## config.mk

```make
export PLATFORM = sky130hd
export DESIGN_NAME = tcf_ctrl
export DESIGN_NICKNAME = d
export VERILOG_FILES = /design/src/rtl/tcf_pkg.sv /design/src/rtl/tcf_ctrl.sv
export SDC_FILE = /design/constraint.sdc
export NUM_CORES = 1
export LEC_CHECK = 0
export BUFFER_PORTS_ARGS = -buffer_cell sky130_fd_sc_hd__buf_2
export CORE_AREA = 2 2 41 43
export DETAILED_ROUTE_END_ITERATION = 10
export DIE_AREA = 0 0 43 45
export MAX_ROUTING_LAYER = met4
export PLACE_DENSITY = 0.66
export SYNTH_ARGS = -nofsm -noshare
export SYNTH_HDL_FRONTEND = slang
export SYNTH_SLANG_ARGS = --single-unit
```

## constraint.sdc

```tcl
create_clock -name clk_i -period 1.8 [get_ports clk_i]
set_input_delay 0.27 -clock clk_i [delete_from_list [all_inputs] [get_ports clk_i]]
set_output_delay 0.27 -clock clk_i [all_outputs]
set_load 0.1 [all_outputs]
```

## src/rtl/tcf_pkg.sv

```systemverilog
// tcf_pkg: shared types and constants of the tree centroid finder.
// Used by tcf_ctrl, tcf_datapath and tree_centroid_finder_core.
package tcf_pkg;

  localparam int unsigned MaxNodes = 1024;
  localparam int unsigned NodeW    = 11;
  localparam int unsigned PartW    = 10;

  typedef struct packed {
    logic             func;
    logic [NodeW-1:0] end_a;
    logic [NodeW-1:0] end_b;
  } in_item_t;

  typedef struct packed {
    logic [NodeW-1:0] centroid_node;
    logic [PartW-1:0] largest_part;
  } out_item_t;

  // datapath commands, one per controller step
  typedef enum logic [4:0] {
    OP_NONE, OP_LOAD, OP_START, OP_CLR,
    OP_B0, OP_B1, OP_B2, OP_B3, OP_PUSH,
    OP_W0, OP_W1, OP_W2, OP_W3, OP_W4, OP_W5,
    OP_A0, OP_A1, OP_A2, OP_A3,
    OP_S0, OP_S1, OP_EMIT
  } op_e;

  typedef struct packed {
    op_e op;
  } dp_cmd_t;

  typedef struct packed {
    logic edge_end;   // all stored edges scanned
    logic usable;     // current edge lies inside the tree
    logic hv;         // adjacency list of looked-up node not empty
    logic sp_zero;    // walk stack empty
    logic k_last;     // current slot is the tail of the list
    logic acc_end;    // size accumulation finished
    logic last_node;  // node counter at node count
  } dp_status_t;

endpackage

```

## src/rtl/tcf_ctrl.sv

```systemverilog
// tcf_ctrl: sequencer of the tree centroid finder.
// Depends on tcf_pkg; drives tcf_datapath through dp_cmd_t / dp_status_t.
module tcf_ctrl (
  input  logic                 clk_i,
  input  logic                 rst_ni,
  input  logic                 start,
  input  logic                 func_i,
  input  tcf_pkg::dp_status_t  status_i,
  output tcf_pkg::dp_cmd_t     cmd_o,
  output logic                 busy
);

  localparam logic [4:0] S_IDLE = 5'd0;
  localparam logic [4:0] S_CLR  = 5'd1;
  localparam logic [4:0] S_B0   = 5'd2;
  localparam logic [4:0] S_B1   = 5'd3;
  localparam logic [4:0] S_B2   = 5'd4;
  localparam logic [4:0] S_B3   = 5'd5;
  localparam logic [4:0] S_PUSH = 5'd6;
  localparam logic [4:0] S_W0   = 5'd7;
  localparam logic [4:0] S_W1   = 5'd8;
  localparam logic [4:0] S_W2   = 5'd9;
  localparam logic [4:0] S_W3   = 5'd10;
  localparam logic [4:0] S_W4   = 5'd11;
  localparam logic [4:0] S_W5   = 5'd12;
  localparam logic [4:0] S_A0   = 5'd13;
  localparam logic [4:0] S_A1   = 5'd14;
  localparam logic [4:0] S_A2   = 5'd15;
  localparam logic [4:0] S_A3   = 5'd16;
  localparam logic [4:0] S_S0   = 5'd17;
  localparam logic [4:0] S_S1   = 5'd18;
  localparam logic [4:0] S_EMIT = 5'd19;

  logic [4:0] state_q, state_d;

  always_ff @(posedge clk_i or negedge rst_ni) begin
    if (!rst_ni) begin
      state_q <= S_IDLE;
    end else begin
      state_q <= state_d;
    end
  end

  always_comb begin
    state_d   = state_q;
    cmd_o.op  = tcf_pkg::OP_NONE;
    unique case (state_q)
      S_IDLE: begin
        if (start) begin
          if (func_i) begin
            cmd_o.op = tcf_pkg::OP_START;
            state_d  = S_CLR;
          end else begin
            cmd_o.op = tcf_pkg::OP_LOAD;
          end
        end
      end
      S_CLR: begin
        cmd_o.op = tcf_pkg::OP_CLR;
        if (status_i.last_node) state_d = S_B0;
      end
      S_B0: begin
        cmd_o.op = tcf_pkg::OP_B0;
        state_d  = status_i.edge_end ? S_PUSH : S_B1;
      end
      S_B1: begin
        cmd_o.op = tcf_pkg::OP_B1;
        state_d  = status_i.usable ? S_B2 : S_B0;
      end
      S_B2: begin
        cmd_o.op = tcf_pkg::OP_B2;
        state_d  = S_B3;
      end
      S_B3: begin
        cmd_o.op = tcf_pkg::OP_B3;
        state_d  = S_B0;
      end
      S_PUSH: begin
        cmd_o.op = tcf_pkg::OP_PUSH;
        state_d  = S_W0;
      end
      S_W0: begin
        cmd_o.op = tcf_pkg::OP_W0;
        state_d  = status_i.sp_zero ? S_A0 : S_W1;
      end
      S_W1: begin
        cmd_o.op = tcf_pkg::OP_W1;
        state_d  = S_W2;
      end
      S_W2: begin
        cmd_o.op = tcf_pkg::OP_W2;
        state_d  = status_i.hv ? S_W3 : S_W0;
      end
      S_W3: begin
        cmd_o.op = tcf_pkg::OP_W3;
        state_d  = S_W4;
      end
      S_W4: begin
        cmd_o.op = tcf_pkg::OP_W4;
        state_d  = S_W5;
      end
      S_W5: begin
        cmd_o.op = tcf_pkg::OP_W5;
        state_d  = status_i.k_last ? S_W0 : S_W3;
      end
      S_A0: begin
        cmd_o.op = tcf_pkg::OP_A0;
        state_d  = status_i.acc_end ? S_S0 : S_A1;
      end
      S_A1: begin
        cmd_o.op = tcf_pkg::OP_A1;
        state_d  = S_A2;
      end
      S_A2: begin
        cmd_o.op = tcf_pkg::OP_A2;
        state_d  = S_A3;
      end
      S_A3: begin
        cmd_o.op = tcf_pkg::OP_A3;
        state_d  = S_A0;
      end
      S_S0: begin
        cmd_o.op = tcf_pkg::OP_S0;
        state_d  = S_S1;
      end
      S_S1: begin
        cmd_o.op = tcf_pkg::OP_S1;
        state_d  = status_i.last_node ? S_EMIT : S_S0;
      end
      S_EMIT: begin
        cmd_o.op = tcf_pkg::OP_EMIT;
        state_d  = S_IDLE;
      end
      default: begin
        state_d = S_IDLE;
      end
    endcase
  end

  assign busy = (state_q != S_IDLE);

endmodule

```

==> implementation parameters <==
Parameter                              Value

Clock network
  Inserted Clock Buffers ... 3
  CTS tree ... built
  Number of sinks handled by clock tree synthesis ... 5
  H-tree level count ... 1
  CTS clk-pin slew, worst paths ... 0.04 ns
  Cell at the root of the clock tree ... sky130_fd_sc_hd__clkbuf_4
  Maximum clock path buffer count ... 2
  Clock Latency Late Sink ... 0.24 ns

GRT
  Gr usage total ... 20.33%
  Global-route met1 utilization ... 25.19%
  Maximum number of pins on one net before global-route repair ... 14
  Via count of the first global-routing pass ... 652
  Met2 track demand over resource ... 33.33%
  Initial antenna violation count ... 0
  Global routing's busiest layer ... met2
  GR Layer Usage met3 ... 2.800%
  Global-route wire length before repair ... 2829 um
  Total gr overflow ... 0

Place
  Final weighted congestion of routability-driven global placement ... 0.9103
  Half-perimeter wire length of the detailed placement result ... 1249 um
  Pre-CTS worst setup slack ... 0.1173 ns
  Total placed instance area ... 864.6 um^2
  Count of buffers from port buffering ... 16

Floorplan
  Die extent in x ... 43 um
  Floorplan die area ... 0.001935 mm^2
  Number of top-level pins ... 17
  Height of the die ... 45 um
  Floorplan Core Area ... 0.001471 mm^2
  Cell row count ... 14
  Initial cell density of the core ... 40.82%

Cells and area
  Area growth from synthesis to final layout ... 58.75%
  Area of all placed cells without fillers ... 953.4 um^2
  Registers with the highest flip-flop counts ... state_q (5)
  Number of flip-flops under the largest register name ... 5
  NumNets Final ... 119
  Layout filler cell count ... 128
  Reg with most FFs ... state_q
  Ratio of cells with drive above 1 in the final layout ... 43.93%
  Most common library cell in the layout ignoring fill and taps ... sky130_fd_sc_hd__buf_4
  Diode count ... 0
  Commonest cells after routing, fill and taps aside ... sky130_fd_sc_hd__buf_4 (13), sky130_fd_sc_hd__nand2_1 (10), sky130_fd_sc_hd__buf_2 (10)

Route
  Vias/cell ... 5.772
  Final antenna-violating net count ... 0
  DRC Markers ... 0
  Drt first-iter violations ... 10
  Average wire per cell in the routed design ... 13.60 um
  Total vias in the final route ... 710
  Sum of routed wire length over all layers ... 1673 um
  First-pass iteration count of the detailed router ... 4

Yosys
  Flops & latches, synth ... 5
  Synthesis warning total ... 0
  Syn nets ... 93
  Fraction of the yosys area taken by sequential cells ... 20.83%
  Netlist cell types ... 36
  Synthesized instance count ... 82
  Post-synthesis instance area ... 600.6 um^2
  Syn Area/Cell ... 7.324 um^2

Min path
  Class of the most critical hold timing path ... in -> async

Setup path
  Launching element type of the critical path ... register
  Reg-to-reg startpoint ... state_q[0]$_DFFE_PN0P_
  Critical path type ... reg -> out
  Arr. time, crit path ... 1.45 ns
  WP data required ... 1.53 ns
  Critical Path End Type ... output port
  Minimum setup slack among reg-to-reg paths ... 0.11 ns
  Reg2Reg Capture Point ... state_q[0]$_DFFE_PN0P_
  Biggest fanout along the worst timing path ... 6
  R2R cell count ... 5

STA
  Transition time of the tightest slew-check pin ... 0.3141 ns
  Setup violations, final ... 0
  Final Max Tran Viols ... 0
  Count of final hold-check violations ... 0
  RSZ-0062 raised after global routing ... no
  F_max ... 579.8 MHz
  Hold slack final ... 0.3954 ns
  Setup Skew ... 0.0002923 ns
  Period utilisation layout ... 95.82%
  Worst slew margin relative to its limit ... 79.06%
  Final critical delay including setup and external delays ... 1.725 ns
  Slack of the critical path ... 0.07520 ns

Run
  Number of violations of the max-capacitance limit ... 0

Status
  Outcome ... finished clean
[how the worst max path moves through the flow]
stage,slack [ns],cells past startpoint,to,start
after floorplan,-0.17,5,cmd_o[0],state_q[1]$_DFFE_PN0P_
after global placement,0.11,4,state_q[0]$_DFFE_PN0P_,state_q[1]$_DFFE_PN0P_
after detailed placement,0.12,4,state_q[0]$_DFFE_PN0P_,state_q[0]$_DFFE_PN0P_
after CTS,0.04,4,cmd_o[4],state_q[4]$_DFFE_PN0P_
after global routing,0.007,4,cmd_o[1],state_q[3]$_DFFE_PN0P_
final,0.08,4,cmd_o[1],state_q[2]$_DFFE_PN0P_
[logic make-up after synthesis]
family / Yosys count / share of synthesized area [%]
buffers and inverters: 12 / 10.21
AOI/OAI and AO/OA: 28 / 36.04
xor gates and xnor gates: 2 / 2.917
DFF: 5 / 20.83
and+or+nand+nor: 35 / 30.00
[routing by layer]
metal,up-vias,part of all wire (%)
li1,355,-
met1,323,45
met2,28,49
met3,4,4.4
met4,0,1.7
met5,-,0
[worst max-delay path: stages, from the launching register on]
cell and delay (ns):
sky130_fd_sc_hd__dfrtp_1 0.46, sky130_fd_sc_hd__nor2_4 0.19, sky130_fd_sc_hd__inv_2 0.09, sky130_fd_sc_hd__a211oi_4 0.27, sky130_fd_sc_hd__buf_12 0.21
[what timing repair did]
| item | CTS | global route |
|---|---|---|
| setup buffers | 0 | 4 |
| gates resized for setup | 4 | 3 |
| setup endpoints to repair | 2 | 4 |
| endpoints found under the hold margin | 5 | 0 |
| pin swaps | 0 | 1 |
| hold buffers | 1 | 0 |
[final cells by class]
type / instances / area (um^2) / share of cell area, %
multi-input cells: 65 / 490.5 / 51.44
repair buffers: 30 / 277.8 / 29.13
flip-flops and latches: 5 / 127.6 / 13.39
clock buffers: 4 / 26.28 / 2.756
well taps: 16 / 20.02 / 2.100
inverters: 3 / 11.26 / 1.181
[per-stage QoR]
stage,setup TNS [ns],util [%],std cells
floorplan,-0.3313,-,82
global placement,0,58.76,114
detailed placement,0,58.76,114
CTS,0,62.07,119
global route,0,64.80,123
finish,0,64.80,123
[cell usage after synthesis (all sizes together)]
cell / n / area (um^2)
a211oi: 2 / 15.01
clkbuf: 2 / 7.510
o221ai: 1 / 8.760
o211ai: 1 / 7.510
nor2b: 2 / 12.51
o32ai: 1 / 8.760
nand2b: 3 / 18.77
a21oi: 5 / 25.02
a2111o: 1 / 11.26
nand3b: 3 / 22.52
a2bb2oi: 1 / 8.760
or4b: 1 / 10.01
dfrtp: 5 / 125.1
o21ai: 3 / 15.01
o31ai: 2 / 28.78
o21a: 2 / 15.01
nand4b: 1 / 8.760
a21boi: 1 / 7.510
buf: 7 / 42.54
a211o: 2 / 17.52
nor2: 10 / 37.54
nand3: 2 / 10.01
o221a: 1 / 11.26
o31a: 1 / 8.760
and4: 1 / 8.760
a221oi: 1 / 8.760
nor3: 1 / 5.000
or3b: 1 / 8.760
nand2: 10 / 37.54
inv: 3 / 11.26
a31oi: 2 / 12.51
xnor2: 2 / 17.52
o22ai: 1 / 6.260
Power is left out: the tool's default activity adds up to more than one toggle a clock period on the data nets, which glitch-free logic cannot reach.
